### src/hdl/rrlt_pkg.sv
// package with widths, codes and shared types of the record lock table
package rrlt_pkg;

	localparam int MAX_SLOTS = 1024;
	localparam int SLOT_W    = $clog2(MAX_SLOTS);
	localparam int CNT_W     = $clog2(MAX_SLOTS + 1);
	localparam int SCNT_W    = 11;
	localparam int REC_W     = 31;
	localparam int RUN_W     = REC_W + 1;
	localparam int ID_W      = 15;
	localparam int ADDR_W    = 3;
	localparam int DATA_W    = 32;
	localparam int STEP_W    = $clog2(REC_W);

	localparam logic REQ_LOCK  = 1'b0;
	localparam logic REQ_FREE  = 1'b1;
	localparam logic STAT_OK   = 1'b0;
	localparam logic STAT_BUSY = 1'b1;

	localparam logic REG_RECORD_COUNT = 1'b0;
	localparam logic REG_SLOT_COUNT   = 1'b1;

	typedef struct packed {
		logic              we;
		logic [SLOT_W-1:0] waddr;
		logic [ID_W-1:0]   wdata;
		logic              re;
		logic [SLOT_W-1:0] raddr;
	} ram_cmd_t;

	// slot count in use: zero taken as one, clamped to the table size
	function automatic logic [CNT_W-1:0] slots_in_use(input logic [SCNT_W-1:0] sc);
		logic [CNT_W-1:0] n;
		if (sc == '0) begin
			n = CNT_W'(1);
		end else if (32'(sc) > 32'(MAX_SLOTS)) begin
			n = CNT_W'(MAX_SLOTS);
		end else begin
			n = CNT_W'(sc);
		end
		return n;
	endfunction

endpackage

### src/hdl/rrlt_div.sv
// restoring divider, one quotient bit per cycle
module rrlt_div import rrlt_pkg::*; (
	input  logic             clk,
	input  logic             arst_n,
	input  logic             start,
	input  logic [REC_W-1:0] dividend,
	input  logic [RUN_W-1:0] divisor,
	output logic             done,
	output logic [REC_W-1:0] quotient
);

	logic              busy_q;
	logic              done_q;
	logic [STEP_W-1:0] cnt_q;
	logic [REC_W-1:0]  dvd_q;
	logic [RUN_W-2:0]  rem_q;
	logic [RUN_W-1:0]  dvs_q;
	logic [RUN_W-1:0]  trial;
	logic              ge;

	always_comb begin
		trial = {rem_q, dvd_q[REC_W-1]};
		ge    = trial >= dvs_q;
	end

	always_ff @(posedge clk or negedge arst_n) begin
		if (!arst_n) begin
			busy_q <= 1'b0;
			done_q <= 1'b0;
			cnt_q  <= '0;
		end else begin
			done_q <= 1'b0;
			if (start) begin
				busy_q <= 1'b1;
				cnt_q  <= '0;
			end else if (busy_q) begin
				cnt_q <= cnt_q + STEP_W'(1);
				if (cnt_q == STEP_W'(REC_W - 1)) begin
					busy_q <= 1'b0;
					done_q <= 1'b1;
				end
			end
		end
	end

	// quotient bits shift in where the dividend bits shift out
	always_ff @(posedge clk) begin
		if (start) begin
			dvd_q <= dividend;
			dvs_q <= divisor;
			rem_q <= '0;
		end else if (busy_q) begin
			dvd_q <= {dvd_q[REC_W-2:0], ge};
			rem_q <= ge ? (RUN_W-1)'(trial - dvs_q) : trial[RUN_W-2:0];
		end
	end

	assign done     = done_q;
	assign quotient = dvd_q;

endmodule

### config.mk
export PLATFORM = sky130hd
export DESIGN_NAME = rrlt_div
export DESIGN_NICKNAME = d
export VERILOG_FILES = /design/src/hdl/rrlt_pkg.sv /design/src/hdl/rrlt_div.sv
export SDC_FILE = /design/constraint.sdc
export NUM_CORES = 1
export LEC_CHECK = 0
export ABC_AREA = 1
export BUFFER_PORTS_ARGS = -buffer_cell sky130_fd_sc_hd__buf_2
export CAP_MARGIN = 40
export CORE_MARGIN = 3
export CORE_UTILIZATION = 45
export CTS_CLUSTER_SIZE = 24
export DETAILED_ROUTE_END_ITERATION = 8
export MAX_ROUTING_LAYER = met4
export PLACE_DENSITY = 0.65
export SYNTH_ARGS = -nofsm -noshare
export SYNTH_HDL_FRONTEND = slang
export SYNTH_SLANG_ARGS = --single-unit
### constraint.sdc
create_clock -name clk -period 3.7 [get_ports clk]
set_input_delay 0.37 -clock clk [delete_from_list [all_inputs] [get_ports clk]]
set_output_delay 0.37 -clock clk [all_outputs]
set_load 0.02 [all_outputs]
==> key figures <==
Outcome
  • Status: finished clean

Cells and area
  • Fill count: 1483
  • # nets final: 1168
  • Final core utilization: 52.9%
  • Syn-to-layout area delta: 13.6%
  • ANT cells: 0
  • Share of layout cells above drive strength 1: 14.4%
  • Fin cells: 1256
  • Fin area: 0.00777 mm²

STA
  • RSZ-0062 raised after global routing: false
  • Fmax: 0.392 GHz
  • Final count of hold timing violations: 0
  • Final Cycle Share: 68.9%
  • Slew Limit Fails: 0
  • Total Neg Setup Slack: 0 ps
  • Tmin final: 2550 ps
  • Fin Hold WS: 179 ps
  • Relative slew margins: 42.8%
  • Post-Route Skew: 8.60 ps
  • Worst slew pin tran: 857 ps
  • Setup violations, final: 0

Synthesis
  • Most numerous cell in the Yosys netlist: nand2_1
  • Top cells by area, synth: edfxtp_1 (28%), nand2_1 (22%), inv_1 (9.9%)
  • Post-synth EDFFs: 63
  • Synth top area share: 27.7%
  • Gate Count Post-Synth: 974
  • Main synth FF type: edfxtp_1
  • Area leader, netlist: edfxtp_1
  • Post-synthesis sequential area ratio: 39.3%
  • Leading cell types by count after synthesis: nand2_1 (410), inv_1 (180), nand3_1 (67), edfxtp_1 (63), nor2_1 (39)
  • Syn_area_per_cell: 7.02 µm²
  • Synth warn: 0
  • Netlist cell types: 40
  • Ys async rst share: 6.93%
  • Synth Register Bits: 101
  • Cell Area, Synth: 0.00684 mm²
  • Post-Syn Nets: 1075

Die
  • I/O pin total: 98
  • Row count: 44
  • Initial core utilization: 46.5%
  • Core area: 0.0147 mm²
  • Die Width: 129 µm
  • Die area: 0.0167 mm²
  • Die Span Y: 129 µm

Detailed routing
  • DR WL/cell: 12.8 µm
  • Routed Antenna Nets: 0
  • Post-Route WL: 16.1 mm
  • Drt first pass iters: 6
  • Via count: 5897
  • DRC violations left: 0
  • First DRT Iteration DRCs: 362
  • Vias per cell: 4.70

Setup path
  • Critical path's largest stage delay: 410 ps
  • CP max-delay cell: fa_1
  • CP Capture Type: register
  • CP most frequent cell: nand2_1
  • CP Cell Sequence: inv_1 > ha_1 > fa_1 > inv_1 > nand2_1 > nand2_1 > nand3_2 > nand2_2 > nand2_2 > nand3_2 > nand2_4 > nand2_8 > nand2_1 > nand3_1 > o21ai_1
  • Setup Crit Path Kind: register to register
  • Worst path required time: 3950 ps
  • Worst Path Max Fanout: 33
  • CP startpoint kind: register
  • WP data arrival: 2800 ps

Global route
  • GRT overflow: 0
  • Vias in the first global route: 5664
  • Initial antenna violation count: 0
  • Largest net degree at the start of global routing: 63
  • First-pass GRT wire length: 26.8 mm
  • Gr usage total: 20.7%

Clocking
  • Clock tree buffer depth: 2
  • H-tree levels: 3
  • Worst-Skew Late Latency: 360 ps
  • TritonCTS clock tree: built
  • CTS Hold Bufs: 1
  • TritonCTS Buffers: 9
  • Root buf cell: clkbuf_16
  • Clk slew on worst S/H paths: 80 ps
  • Post-CTS Setup Bufs: 0
  • PostCTS Resize Cnt: 0
  • Number of clock sinks: 101

Placed design
  • Hpwl dp: 12.3 mm
  • Placed insts: 1239
  • DP Area: 0.00747 mm²
  • Buffers on Ports: 97
  • RD Place Congestion: 0.926

Pwr
  • Leak pwr: 0.00434 µW
  • P per Cell Area: 334 mW/mm²
  • VDD IR-drop max: 0.261 mV

Flow run
  • Max-Cap Viols: 0

Worst hold path
  • Hold crit path type: input port to register
-- cell usage in the layout (no fill, tap or decap), types with 5 or more instances in the layout --
master	synthesis	layout
nand2_1	410	410
dfxtp_1	31	31
a21oi_1	16	16
ha_1	34	34
nand3b_1	16	16
nand2_2	7	7
clkbuf_16	0	9
o21ai_1	10	10
edfxtp_1	63	63
nor2_2	5	6
inv_1	180	180
nand3_2	13	13
nor2_1	39	38
buf_4	2	5
nand4_1	8	8
nand3_1	67	67
dfrtp_1	7	7
xnor2_1	12	12
buf_2	2	97
-- worst max-delay path, delay by kind of cell, from the launching register on --
family                     cells  cell delay (ps)
adders and majority gates      2              630
AOI/OAI and AO/OA              1               60
DFF                            1              340
buffers and inverters          2              170
and+or+nand+nor               10             1210
-- layout make-up --
class                           count  area (µm²)  share of cell area (%)
Tap cell                          184         230                    2.96
Clock inverter                      6        62.6                   0.805
Inverter                          187         703                    9.05
Timing Repair Buffer              104         561                    7.21
Multi-Input combinational cell    664        3300                    42.5
Clock buffer                       10         229                    2.95
Sequential cell                   101        2690                    34.6
-- per-stage QoR --
stage                     power (µW)  worst slack [ps]
final                           2600              1150
after global routing            2730               872
after CTS                       2630              1140
after detailed placement        1680              1160
after global placement          1680              1230
after floorplan                 1550              1430
-- where the power goes --
part | switching (µW) | internal [µW]
registers | 28.9 | 1270
logic | 231 | 130
clock network | 464 | 477
-- registers in the layout, summed over array words and instances (netlist names) --
name	flops
cnt_q	5
dvs_q	32
done	1
rem_q	31
busy_q	1
quotient	31
-- logic make-up after synthesis --
family	share of synthesized area, %
AND/OR/NAND/NOR	36.8
buffers and inverters	12.5
flip-flops	39.3
AO/OA/AOI/OAI	2.98
adder cells (fa/ha/maj)	6.51
XOR/XNOR	1.92
-- routing by layer --
metal / vias up / track usage [%] / part of all wire [%]
met2: 106 / 33.7 / 46
met5: - / - / 0
li1: 3173 / - / -
met4: 0 / 4.32 / 1.2
met1: 2605 / 26.9 / 48
met3: 13 / 4.33 / 4.5
-- worst paths after layout --
path                              start        end  slack, ps  cells past startpoint
setup reg to reg           quotient[30]   rem_q[9]       1150                     15
max in group asynchronous        arst_n   cnt_q[0]       3140                      2
hold / removal              divisor[30]  dvs_q[30]        180                      1
hold reg to reg               rem_q[30]  rem_q[30]        470                      2
min in group asynchronous        arst_n   cnt_q[4]        390                      2
setup / recovery           quotient[30]   rem_q[9]       1150                     15
(Power assumes the default switching activity.)
